### config.mk
export PLATFORM = sky130hd
export DESIGN_NAME = otq_ctrl
export DESIGN_NICKNAME = d
export VERILOG_FILES = /design/src/rtl/otq_pkg.sv /design/src/rtl/otq_ctrl.sv
export SDC_FILE = /design/constraint.sdc
export NUM_CORES = 1
export LEC_CHECK = 0
export BUFFER_PORTS_ARGS = -buffer_cell sky130_fd_sc_hd__buf_2
export CORE_AREA = 10 10 47 49
export CTS_CLUSTER_DIAMETER = 50
export DETAILED_ROUTE_END_ITERATION = 8
export DIE_AREA = 0 0 57 59
export GPL_ROUTABILITY_DRIVEN = 0
export PLACE_DENSITY = 0.66
export SLEW_MARGIN = 0
export SYNTH_ARGS = -nofsm -noshare
export SYNTH_HDL_FRONTEND = slang
export SYNTH_SLANG_ARGS = --single-unit
### constraint.sdc
create_clock -name clk -period 1.3 [get_ports clk]
set_clock_uncertainty 0.15 [all_clocks]
set_input_delay 0.065 -clock clk [delete_from_list [all_inputs] [get_ports clk]]
set_output_delay 0.065 -clock clk [all_outputs]
set_load 0.05 [all_outputs]
### src/rtl/otq_pkg.sv
// Shared types and constants for the ordered timer queue.
`default_nettype none
package otq_pkg;
	localparam int QUEUE_DEPTH = 16;
	localparam int MAX_RESULTS = 16;
	localparam int TW = 63;
	localparam int IW = 32;
	localparam int BW = $clog2(MAX_RESULTS);
	localparam int CW = $clog2(MAX_RESULTS + 1);

	typedef enum logic [1:0] {
		ACT_ADD    = 2'd0,
		ACT_CANCEL = 2'd1,
		ACT_TICK   = 2'd2,
		ACT_NONE   = 2'd3
	} action_t;

	typedef enum logic [1:0] {
		KIND_ADD     = 2'd0,
		KIND_CANCEL  = 2'd1,
		KIND_EXPIRED = 2'd2,
		KIND_IDLE    = 2'd3
	} kind_t;

	typedef enum logic [2:0] {
		ST_IDLE,
		ST_ADD,
		ST_CANCEL,
		ST_POP,
		ST_CALC,
		ST_PLACE,
		ST_EMIT,
		ST_REPLY
	} state_t;

	typedef struct packed {
		logic latch;
		logic do_add;
		logic do_cancel;
		logic do_pop;
		logic do_calc;
		logic do_place;
		logic ptr_clr;
		logic ptr_inc;
		logic emit_reply;
		logic emit_expired;
	} cmd_t;

	typedef struct packed {
		logic head_due;
		logic buf_full;
		logic buf_empty;
		logic ptr_end;
		logic ptr_last;
		logic iv_zero;
	} status_t;
endpackage
`default_nettype wire

### src/rtl/otq_ctrl.sv
// Sequencing state machine for the ordered timer queue.
`default_nettype none
module otq_ctrl (
	input  wire                     clk,
	input  wire                     arst_n,
	input  wire                     start,
	input  wire [1:0]               action,
	input  otq_pkg::status_t        status,
	output otq_pkg::cmd_t           cmd,
	output logic                    busy
);
	otq_pkg::state_t state_q, state_d;

	// Hold the state
	always_ff @(posedge clk or negedge arst_n) begin
		if (!arst_n) begin
			state_q <= otq_pkg::ST_IDLE;
		end else begin
			state_q <= state_d;
		end
	end

	// Choose the next state and drive commands
	always_comb begin
		state_d = state_q;
		cmd = '0;
		busy = (state_q != otq_pkg::ST_IDLE);
		case (state_q)
			otq_pkg::ST_IDLE: begin
				if (start) begin
					cmd.latch = 1'b1;
					case (action)
						otq_pkg::ACT_ADD:    state_d = otq_pkg::ST_ADD;
						otq_pkg::ACT_CANCEL: state_d = otq_pkg::ST_CANCEL;
						otq_pkg::ACT_TICK:   state_d = otq_pkg::ST_POP;
						default:             state_d = otq_pkg::ST_IDLE;
					endcase
				end
			end
			otq_pkg::ST_ADD: begin
				cmd.do_add = 1'b1;
				state_d = otq_pkg::ST_REPLY;
			end
			otq_pkg::ST_CANCEL: begin
				cmd.do_cancel = 1'b1;
				state_d = otq_pkg::ST_REPLY;
			end
			otq_pkg::ST_POP: begin
				// Pull expired timers off the head
				if (status.head_due && !status.buf_full) begin
					cmd.do_pop = 1'b1;
				end else if (status.buf_empty) begin
					state_d = otq_pkg::ST_REPLY;
				end else begin
					cmd.ptr_clr = 1'b1;
					state_d = otq_pkg::ST_CALC;
				end
			end
			otq_pkg::ST_CALC: begin
				// Walk the popped timers, restart the repeating ones
				if (status.ptr_end) begin
					cmd.ptr_clr = 1'b1;
					state_d = otq_pkg::ST_EMIT;
				end else if (status.iv_zero) begin
					cmd.ptr_inc = 1'b1;
				end else begin
					cmd.do_calc = 1'b1;
					state_d = otq_pkg::ST_PLACE;
				end
			end
			otq_pkg::ST_PLACE: begin
				cmd.do_place = 1'b1;
				cmd.ptr_inc = 1'b1;
				state_d = otq_pkg::ST_CALC;
			end
			otq_pkg::ST_EMIT: begin
				cmd.emit_expired = 1'b1;
				cmd.ptr_inc = 1'b1;
				if (status.ptr_last) begin
					state_d = otq_pkg::ST_IDLE;
				end
			end
			otq_pkg::ST_REPLY: begin
				cmd.emit_reply = 1'b1;
				state_d = otq_pkg::ST_IDLE;
			end
			default: begin
				state_d = otq_pkg::ST_IDLE;
			end
		endcase
	end
endmodule
`default_nettype wire

# Yosys cells after proc, flatten, opt, wreduce, memory -nomap -nowiden

Index checks and enable logic that the tools add are counted.
Widths: inputs -> output; s select.

Flip-flop bits (word level): 3
Input bits: 11
Logic and storage cells: 49

Eq/ne operators: 13
Mux-type cells: 27
Reduce and logical (&&, ||, !) cells: 8

Operators by type and width:

| kind               | number |
|---|---|
| $pmux 3 s7         | 1 |
| $mux 1             | 17 |
| $mux 3             | 5 |
| $eq 3x3->1 const B | 4 |
| $eq 3x2->1 const B | 2 |
| $ne 2x2->1 const B | 3 |
| $pmux 2 s3         | 1 |
| $pmux 1 s2         | 2 |
| $reduce_and 4->1   | 1 |
| $reduce_or 2->1    | 2 |
| $eq 3x1->1 const B | 1 |
| $logic_not 3->1    | 1 |
| $ne 3x3->1 const B | 1 |
| $reduce_bool 3->1  | 1 |
| $eq 2x1->1 const B | 1 |
| $eq 2x2->1 const B | 1 |
| $logic_not 2->1    | 1 |
| $mux 2             | 1 |
| $logic_and 1x1->1  | 1 |
| $logic_not 1->1    | 1 |

# Longest topological paths before layout

Gate-level depths: netlist of the first run.

Depth in word-level cells: 4
Gate-level depth with buffers: 5

# Worst setup path before layout of the first run

OpenSTA, ideal clock, no wires.

Path type: register -> output
Start point: register state_q[0]
End point: output port cmd[5] in the netlist's numbering
Data arrival time: 1,795 ps
Setup slack: -710 ps
Cell stages (with the launch flop): 4
Cell sequence: dfrtp_1 buf_2 nand2b_1 nor3_1

RTL lines:

| element                  | RTL line       | text |
|---|---|---|
| start: declaration       | otq_ctrl.sv:12 | `otq_pkg::state_t state_q, state_d;` |
| start signal: assignment | otq_ctrl.sv:17 | `state_q <= otq_pkg::ST_IDLE;` |
| start signal: assignment | otq_ctrl.sv:19 | `state_q <= state_d;` |
| end: declaration         | otq_ctrl.sv:9  | `output otq_pkg::cmd_t cmd,` |

==> summary.txt, run 1 <==
Run status
  • Status: finished with violations
  • Failing checks: setup timing

Timing
  • Max Fclk: approximately 650 MHz
  • Slew HR: 81.5%
  • Final Slew Violations: 0
  • Period Utilization, post-route: 119%
  • Min cycle time layout: around 1.5 ns
  • Slew @ Worst Pin: 0.277 ns
  • Setup TNS: -2.36 ns
  • RSZ-0062 raised after global routing: yes
  • Fin. Hold Viols: 0
  • Setup slack after layout: -0.245 ns
  • Hold slack: 0.00498 ns
  • Final setup viols: 14

Placement
  • Placed Cells: 89
  • HPWL Detailed: 977 µm
  • Pre-CTS setup slack: -0.133 ns
  • Placed Area: between 500 and 600 µm²
  • I/O Buffers: 21

Finish
  • Post-route cell area: around 800 µm²
  • Nets: 97
  • Share of layout cells above drive strength 1: roughly 70%
  • Antenna fix cells: 0
  • Max FFs per register: 3
  • Layout area overhead: 125%
  • Non-filler cells, final: 99
  • Largest regs: state_q (3)
  • Largest Register: state_q

Synthesis
  • Synth Cell Area: between 300 and 400 µm²
  • Synth cell types: 24
  • Synth Area in Simple Gates: 36.6%
  • Yosys warning total: 0
  • Share of the yosys chip area belonging to registers: 20.9%
  • Multiplexer share of the synthesized area: 0%
  • Yosys reg bits: 3
  • Synth Area in Compound Gates: between 20% and 30%
  • Largest family of logic cells by synthesized area: simple AND/OR/NAND/NOR gates
  • Syn nets: 61
  • Synth Area in Adders: 6.97%
  • Post-Synth XOR/XNOR Area: 0%
  • Syn Area/Cell: about 7.5 µm²
  • Synth Instances: 48

GRT
  • GRT overflow: 0
  • Largest net degree at the start of global routing: 8
  • First-pass GRT wire length: 2330 µm
  • Vias in the first global route: roughly 500
  • Global-route usage over all layers: between 8 and 9%
  • Antenna violations before repair: 0

Die
  • Die ar.: 0.00336 mm²
  • Num rows: 14
  • Die W: 57 µm
  • I/O pin count: 22
  • Initial Util: 25.6%
  • Die H: about 60 µm
  • Core area: approximately 0.0014 mm²

Clock tree
  • Worst skew pair latency: 0.24 ns
  • TritonCTS Buffers: 3
  • Root buffer cell: clkbuf_4
  • Clk pin slew, worst setup/hold paths: 0.04 ns
  • Longest Clk Path Bufs: 2
  • Clk sinks: 3
  • CTS tree: yes
  • H-tree levels: 1

Setup path
  • Setup crit start kind: flip-flop
  • Worst path arrival time: 1.33 ns
  • Buffers and inverters on the worst path: 1
  • Crit path cell chain: or2_1 > nor3_4 > buf_6
  • CP delay by family, top: flip-flops
  • Flop-to-flop setup slack: -0.18 ns
  • Peak per-stage delay on the critical path: about 0.45 ns
  • Slowest cell on crit path: dfrtp_2
  • Worst reg2reg startpoint: state_q[0]$_DFFE_PN0P_
  • FF-to-FF End: state_q[0]$_DFFE_PN0P_
  • Crit. End Element: output port
  • CP max FO: 7
  • Critical Path RT: between 1 and 1.5 ns
  • Reg2Reg Depth: 4
  • Crit Path Class: flip-flop to output port

Hold path
  • Worst Hold Class: input pin to async pin

Job
  • MaxCap Viol Count: 0

Route
  • Vias/cell: 5.03
  • Initial DRC count: 8
  • Drt total wl: 1490 µm
  • Post-route DRC violation count: 0
  • Post-route ant nets: 0
  • Drt pass-1 iters: 4
  • Vias post-DR: 498
  • Routed length per instance: 15.1 µm

Pwr
  • Power Dens Cells: around 2800 mW/mm²
  • Maximum VDD drop: around 1.4 mV
  • Pleak: 0.360 nW
## worst register-to-register path, stage by stage, from the launching register on
cell,delay [ns]
dfrtp_2,0.47
buf_4,0.17
nor4bb_4,0.14
o21a_1,0.21
o32ai_2,0.25
## worst max-delay path by stage
stage | start | endpoint | slack, ns | cells after the start
after CTS | state_q[2]$_DFFE_PN0P_ | cmd[3] | -0.23 | 3
after floorplan | state_q[2]$_DFFE_PN0P_ | cmd[3] | -0.13 | 3
final | state_q[1]$_DFFE_PN0P_ | cmd[5] | -0.24 | 3
after detailed placement | state_q[0]$_DFFE_PN0P_ | cmd[9] | -0.13 | 3
after global routing | state_q[2]$_DFFE_PN0P_ | cmd[3] | -0.30 | 3
after global placement | state_q[0]$_DFFE_PN0P_ | cmd[9] | -0.14 | 3
## synth_stat cells
cell type	n	area, µm²
and3_1	2	12.5
inv_1	5	18.8
nand3b_1	2	15.0
nor4bb_1	1	10.0
nand2_1	3	11.3
o21ai_0	3	15.0
o31ai_1	1	7.51
nor2_1	4	15.0
nor3b_1	2	15.0
o32ai_2	1	16.3
buf_2	3	15.0
ha_1	2	25.0
or2_1	1	6.26
and2_1	1	6.26
nand2b_1	4	25.0
nor3_1	3	15.0
dfrtp_1	3	75.1
a22o_1	1	8.76
o211ai_1	1	7.51
o21a_1	1	7.51
a21o_1	1	7.51
o22ai_1	1	6.26
a2111oi_1	1	10.0
o21bai_1	1	7.51
## logic make-up (layout without fill, tap and decap cells)
family	count (synthesis)	count (layout)
buffers and inverters	8	43
AND/OR/NAND/NOR	23	23
adder cells (fa/ha/maj)	2	2
AO/OA/AOI/OAI	12	12
flip-flops	3	3
## final cells by class
| cell class | instances | area, µm² |
|---|---|---|
| well taps | 16 | 20.0 |
| repair buffers | 34 | 275 |
| multi-input cells | 37 | 384 |
| fillers | 131 | 594 |
| flip-flops and latches | 3 | 78.8 |
| clock buffers | 4 | 26.3 |
| inverters | 5 | 22.5 |
## power by group
part / switching, mW / internal, mW
clock network: 0.0550 / 0.115
registers: 0.103 / 0.154
logic: 1.03 / 0.826
## per-layer routing
layer	GRT usage, %	share of wire [%]	vias up
li1	-	-	241
met1	9.45	36	239
met2	14.1	56	16
met3	3.00	6.4	2
met4	4.03	0.80	0
met5	0	0	-
## through the flow
stage,utilization [%],power [mW]
6_report,57.6,2.28
3_5_place_dp,42.7,1.61
3_3_place_gp,42.7,1.60
5_1_grt,57.6,2.41
2_1_floorplan,-,1.28
4_1_cts,55.7,2.19
## cells in the final DEF (no fill, tap or decap), types with 2 or more instances in the layout
cell | netlist | routed
buf_6 | 0 | 8
buf_2 | 3 | 11
nor2_4 | 0 | 3
nand2b_1 | 4 | 3
dfrtp_2 | 0 | 3
inv_1 | 5 | 4
nand2_1 | 3 | 3
clkbuf_4 | 0 | 3
ha_1 | 2 | 2
buf_8 | 0 | 2
buf_4 | 0 | 12
nand3b_1 | 2 | 2
o21ai_1 | 0 | 2
nor3_4 | 0 | 2
## what timing repair did
item                                    4_1_cts  5_1_grt
endpoints found under the hold margin         3        0
endpoints found under the setup margin       14       14
gates resized for setup                      33        4
hold buffers                                  1        0
buffers inserted                              5        0
pin swaps                                     4        2
(Power assumes the default switching activity.)
==> run 2, diff against run 1 <==
PLACE_DENSITY = 0.64   (was 0.66)
clock period = 2 ns   (was 1.3 ns; I/O delays follow)
==> summary.txt, run 2 (synthesis results as in run 1) <==
Job
  • MaxCap Viol Count: 0 (unchanged)

Timing
  • Slew HR: 69.1% (-12 points)
  • Min cycle time layout: 1.82 ns
  • Fin. Hold Viols: 0 (unchanged)
  • RSZ-0062 raised after global routing: no
  • Setup TNS: 0 ns (+2.36 ns)
  • Max Fclk: 549 MHz
  • Period Utilization, post-route: 91.1%
  • Final setup viols: 0 (-14)
  • Final Slew Violations: 0 (unchanged)
  • Slew @ Worst Pin: 0.464 ns (+0.187 ns)

Clock tree
  • Longest Clk Path Bufs: 2 (unchanged)
  • Worst skew pair latency: 0.23 ns (about the same)
  • Setup repair bufs after CTS: 0 (-5)
  • H-tree levels: 1 (unchanged)
  • CTS resizes: 0 (-100%)
  • TritonCTS Buffers: 3 (unchanged)
  • Root buffer cell: clkbuf_4
  • CTS tree: yes
  • Clk pin slew, worst setup/hold paths: 0.04 ns (about the same)
  • Clk sinks: 3 (unchanged)
  • CTS hold repair buffers: 1 (unchanged)

GRT
  • Global-route usage over all layers: 6.50% (-2.0 points)
  • GRT overflow: 0 (unchanged)
  • Met1 track demand over resource: 7.43% (-2.0 points)
  • GR peak layer: met2
  • Vias in the first global route: 422 (-15%)
  • M2 GR Usage: 9.61% (-4.5 points)
  • Met3 Use GR: 3.65% (+0.64 points)
  • Largest net degree at the start of global routing: 17 (+9)
  • First-pass GRT wire length: 1840 µm (-21%)
  • Antenna violations before repair: 0 (unchanged)

Finish
  • Nets: 85 (-12%)
  • Most frequent cells in the layout: buf_2 (21), inv_1 (5), nor2_1 (4), nand2b_1 (4)
  • Antenna fix cells: 0 (unchanged)
  • Post-route cell area: 515 µm² (-36%)
  • Largest regs: state_q (3)
  • Layout area overhead: 43.6%
  • FILL cells: 169 (+29%)
  • Commonest non-fill, non-tap cell in the layout: buf_2
  • Max FFs per register: 3 (unchanged)
  • Largest Register: state_q
  • Share of layout cells above drive strength 1: 38.0% (-31 points)

Setup path
  • CP delay by family, top: simple AND/OR/NAND/NOR gates
  • CP max FO: 16 (+9)
  • FF-to-FF End: state_q[0]$_DFFE_PN0P_
  • Buffers and inverters on the worst path: 1 (unchanged)
  • Flop-to-flop setup slack: 0.46 ns (+0.64 ns)
  • Crit Path Class: flip-flop to output port
  • Peak per-stage delay on the critical path: 0.54 ns (+0.09 ns)
  • Slowest cell on crit path: dfrtp_1
  • Worst reg2reg startpoint: state_q[1]$_DFFE_PN0P_
  • Worst path arrival time: 1.57 ns (+0.24 ns)
  • Reg2Reg Depth: 3 (-1)
  • Crit path cell chain: nor3_1 > and2_1 > buf_2
  • Crit. End Element: output port
  • Critical Path RT: 1.75 ns (+0.66 ns)
  • Setup crit start kind: flip-flop

Die
  • Die W: 57 µm (unchanged)
  • Die ar.: 0.00336 mm² (unchanged)
  • Initial Util: 25.6% (unchanged)
  • Core area: 0.00140 mm² (unchanged)
  • I/O pin count: 22 (unchanged)
  • Die H: 59 µm (unchanged)
  • Num rows: 14 (unchanged)

Route
  • Post-route DRC violation count: 0 (unchanged)
  • Initial DRC count: 5 (-3)
  • Post-route ant nets: 0 (unchanged)
  • Routed length per instance: 12.7 µm (-16%)
  • Drt pass-1 iters: 4 (unchanged)
  • Vias/cell: 4.75 (-5.6%)
  • Drt total wl: 1100 µm (-26%)
  • Vias post-DR: 413 (-17%)

Pwr
  • Power Dens Cells: 1810 mW/mm² (-36%)
  • Pleak: 0.266 nW (-26%)
  • Maximum VDD drop: 0.934 mV (-33%)

Placement
  • HPWL Detailed: 859 µm (-12%)
  • I/O Buffers: 21 (unchanged)
  • Placed Area: 479 µm² (-20%)

Hold path
  • Worst Hold Class: input pin to async pin

Run status
  • Status: completed
run 2: worst max-delay path by stage:
stage	to	startpoint	cells past startpoint
after global routing	cmd[9]	state_q[2]$_DFFE_PN0P_	3
after CTS	cmd[9]	state_q[2]$_DFFE_PN0P_	3
final	cmd[9]	state_q[2]$_DFFE_PN0P_	3
after floorplan	cmd[7]	state_q[2]$_DFFE_PN0P_	2
after detailed placement	cmd[9]	state_q[2]$_DFFE_PN0P_	3
after global placement	cmd[9]	state_q[2]$_DFFE_PN0P_	3
run 2: final cells by class:
cell class,count,area (µm²),area share [%]
multi-input cells,37,260,50.5
repair buffers,22,115,22.3
flip-flops and latches,3,75.1,14.6
clock buffers,4,26.3,5.10
well taps,16,20.0,3.88
inverters,5,18.8,3.64
run 2: per-layer routing:
metal	share of wire [%]	up-vias	routed length, µm
met5	0	-	0
met4	0	0	0
met3	14	0	153
met2	40	16	444
met1	46	180	502
li1	-	217	-
run 2: stage by stage:
stage / power (mW) / utilization [%] / worst slack (ns) / instances / hold WS, ns
after detailed placement: 0.829 / 34.2 / 0.428 / 82 / -0.252
after global routing: 1.00 / 36.8 / 0.0523 / 87 / 0.0481
after global placement: 0.821 / 34.2 / 0.452 / 82 / -0.253
final: 0.931 / 36.8 / 0.177 / 87 / 0.0401
after CTS: 0.944 / 36.8 / 0.190 / 87 / 0.0277
after floorplan: 0.702 / - / 0.0665 / 48 / -0.346
run 2: power by group:
group / switching, mW / leakage [nW] / internal [mW]
Clock: 0.0296 / 0.0150 / 0.0746
Sequential: 0.110 / 0.0359 / 0.0926
Combinational: 0.426 / 0.216 / 0.197
Total: 0.566 / 0.266 / 0.364
==> run 3, diff against run 2 <==
BUFFER_PORTS_ARGS = -buffer_cell sky130_fd_sc_hd__buf_4   (was -buffer_cell sky130_fd_sc_hd__buf_2)
==> summary.txt, run 3 (synthesis results as in run 1) <==
Clock tree
  • Clk pin slew, worst setup/hold paths: 0.04 ns (about the same)
  • Root buffer cell: clkbuf_4
  • Clk sinks: 3 (unchanged)
  • CTS resizes: 0 (unchanged)
  • TritonCTS Buffers: 3 (unchanged)
  • Worst skew pair latency: 0.23 ns (about the same)
  • CTS tree: yes
  • H-tree levels: 1 (unchanged)
  • Longest Clk Path Bufs: 2 (unchanged)

Route
  • Drt total wl: 1130 µm (+2.4%)
  • Routed length per instance: 13.0 µm (+2.4%)
  • Vias/cell: 4.69 (-1.2%)
  • Post-route DRC violation count: 0 (unchanged)
  • Post-route ant nets: 0 (unchanged)
  • Vias post-DR: 408 (-1.2%)
  • Initial DRC count: 9 (+4)
  • Drt pass-1 iters: 4 (unchanged)

Placement
  • HPWL Detailed: 919 µm (+7.0%)
  • Placed Area: 532 µm² (+11%)
  • Placed Cells: 82 (unchanged)
  • I/O Buffers: 21 (unchanged)

GRT
  • Largest net degree at the start of global routing: 17 (unchanged)
  • Antenna violations before repair: 0 (unchanged)
  • GRT overflow: 0 (unchanged)
  • Global-route usage over all layers: 6.71% (+0.21 points)
  • First-pass GRT wire length: 1880 µm (+2.2%)
  • Vias in the first global route: 406 (-3.8%)

Finish
  • Post-route cell area: 568 µm² (+10%)
  • Share of layout cells above drive strength 1: 38.0% (unchanged)
  • Antenna fix cells: 0 (unchanged)
  • Layout area overhead: 58.2%
  • Max FFs per register: 3 (unchanged)
  • Most frequent cells in the layout: buf_4 (21), inv_1 (5), nor2_1 (4), nand2b_1 (4)
  • Largest Register: state_q
  • Non-filler cells, final: 87 (unchanged)
  • Nets: 85 (unchanged)
  • FILL cells: 161 (-4.7%)
  • Commonest non-fill, non-tap cell in the layout: buf_4
  • Largest regs: state_q (3)

Timing
  • Setup TNS: 0 ns (unchanged)
  • Min cycle time layout: 1.73 ns (-0.0971 ns)
  • RSZ-0062 raised after global routing: no
  • Hold slack: 0.0497 ns (+0.00958 ns)
  • Slew HR: 71.7% (+2.6 points)
  • Final Slew Violations: 0 (unchanged)
  • Slew @ Worst Pin: 0.424 ns (-0.0397 ns)
  • Max Fclk: 580 MHz (+5.6%)
  • Fin. Hold Viols: 0 (unchanged)
  • Final setup viols: 0 (unchanged)
  • Period Utilization, post-route: 86.3% (-4.9 points)

Hold path
  • Worst Hold Class: input pin to async pin

Setup path
  • Worst reg2reg startpoint: state_q[1]$_DFFE_PN0P_
  • Buffers and inverters on the worst path: 1 (unchanged)
  • Critical Path RT: 1.75 ns (about the same)
  • Slowest cell on crit path: dfrtp_1
  • CP delay by family, top: flip-flops
  • Setup crit start kind: flip-flop
  • Crit path cell chain: nand3b_1 > o22ai_1 > buf_4
  • Crit Path Class: flip-flop to output port
  • Worst path arrival time: 1.48 ns (-0.09 ns)
  • Crit. End Element: output port
  • Peak per-stage delay on the critical path: 0.52 ns (-0.02 ns)
  • CP max FO: 16 (unchanged)
  • CP Launch Point: state_q[2]$_DFFE_PN0P_

Pwr
  • Power Dens Cells: 1730 mW/mm² (-4.4%)
  • Maximum VDD drop: 0.595 mV (-36%)
  • Tot Pwr: 0.981 mW (+5.4%)
  • Pleak: 0.278 nW (+4.2%)

Die
  • I/O pin count: 22 (unchanged)
  • Die W: 57 µm (unchanged)
  • Core area: 0.00140 mm² (unchanged)
  • Initial Util: 25.6% (unchanged)
  • Die H: 59 µm (unchanged)
  • Num rows: 14 (unchanged)
  • Die ar.: 0.00336 mm² (unchanged)

Run status
  • Status: completed

Job
  • MaxCap Viol Count: 0 (unchanged)
-- run 3: layer usage --
metal | wire length, µm | track usage (%)
met1 | 580 | 8.72
met2 | 492 | 10.1
met3 | 54 | 2.36
met4 | 0 | 2.01
met5 | 0 | 0
-- run 3: repair_timing --
action / CTS / global route
setup buffers: 0 / 0
hold buffers: 1 / 0
endpoints found under the setup margin: 0 / 0
endpoints found under the hold margin: 3 / 0
-- run 3: final cells by class --
type	count	area, µm²	share of cell area [%]
multi-input combinational	37	260	45.8
timing repair buffer	22	168	29.5
sequential	3	75.1	13.2
clock buffer	4	26.3	4.63
tap	16	20.0	3.52
inverter	5	18.8	3.30
-- run 3: worst paths after layout --
path                       slack, ns  cells past startpoint                      to
hold reg to reg                 0.64                      1  state_q[2]$_DFFE_PN0P_
min in group clk                0.09                      3  state_q[0]$_DFFE_PN0P_
max in group asynchronous       1.56                      2  state_q[2]$_DFFE_PN0P_
setup reg to reg                0.46                      3  state_q[0]$_DFFE_PN0P_
hold / removal                  0.05                      2  state_q[1]$_DFFE_PN0P_
setup / recovery                0.27                      3                  cmd[3]
-- run 3: through the flow --
stage / utilization (%) / setup WS (ns)
2_1_floorplan: - / 0.0665
3_3_place_gp: 37.9 / 0.478
3_5_place_dp: 37.9 / 0.466
4_1_cts: 40.5 / 0.251
5_1_grt: 40.5 / 0.133
6_report: 40.5 / 0.274
-- run 3: report_power, final --
group / switching (mW) / internal (mW) / leakage, nW / total [mW]
clock network: 0.0294 / 0.0746 / 0.0150 / 0.104
logic: 0.433 / 0.247 / 0.227 / 0.680
registers: 0.104 / 0.0927 / 0.0359 / 0.197
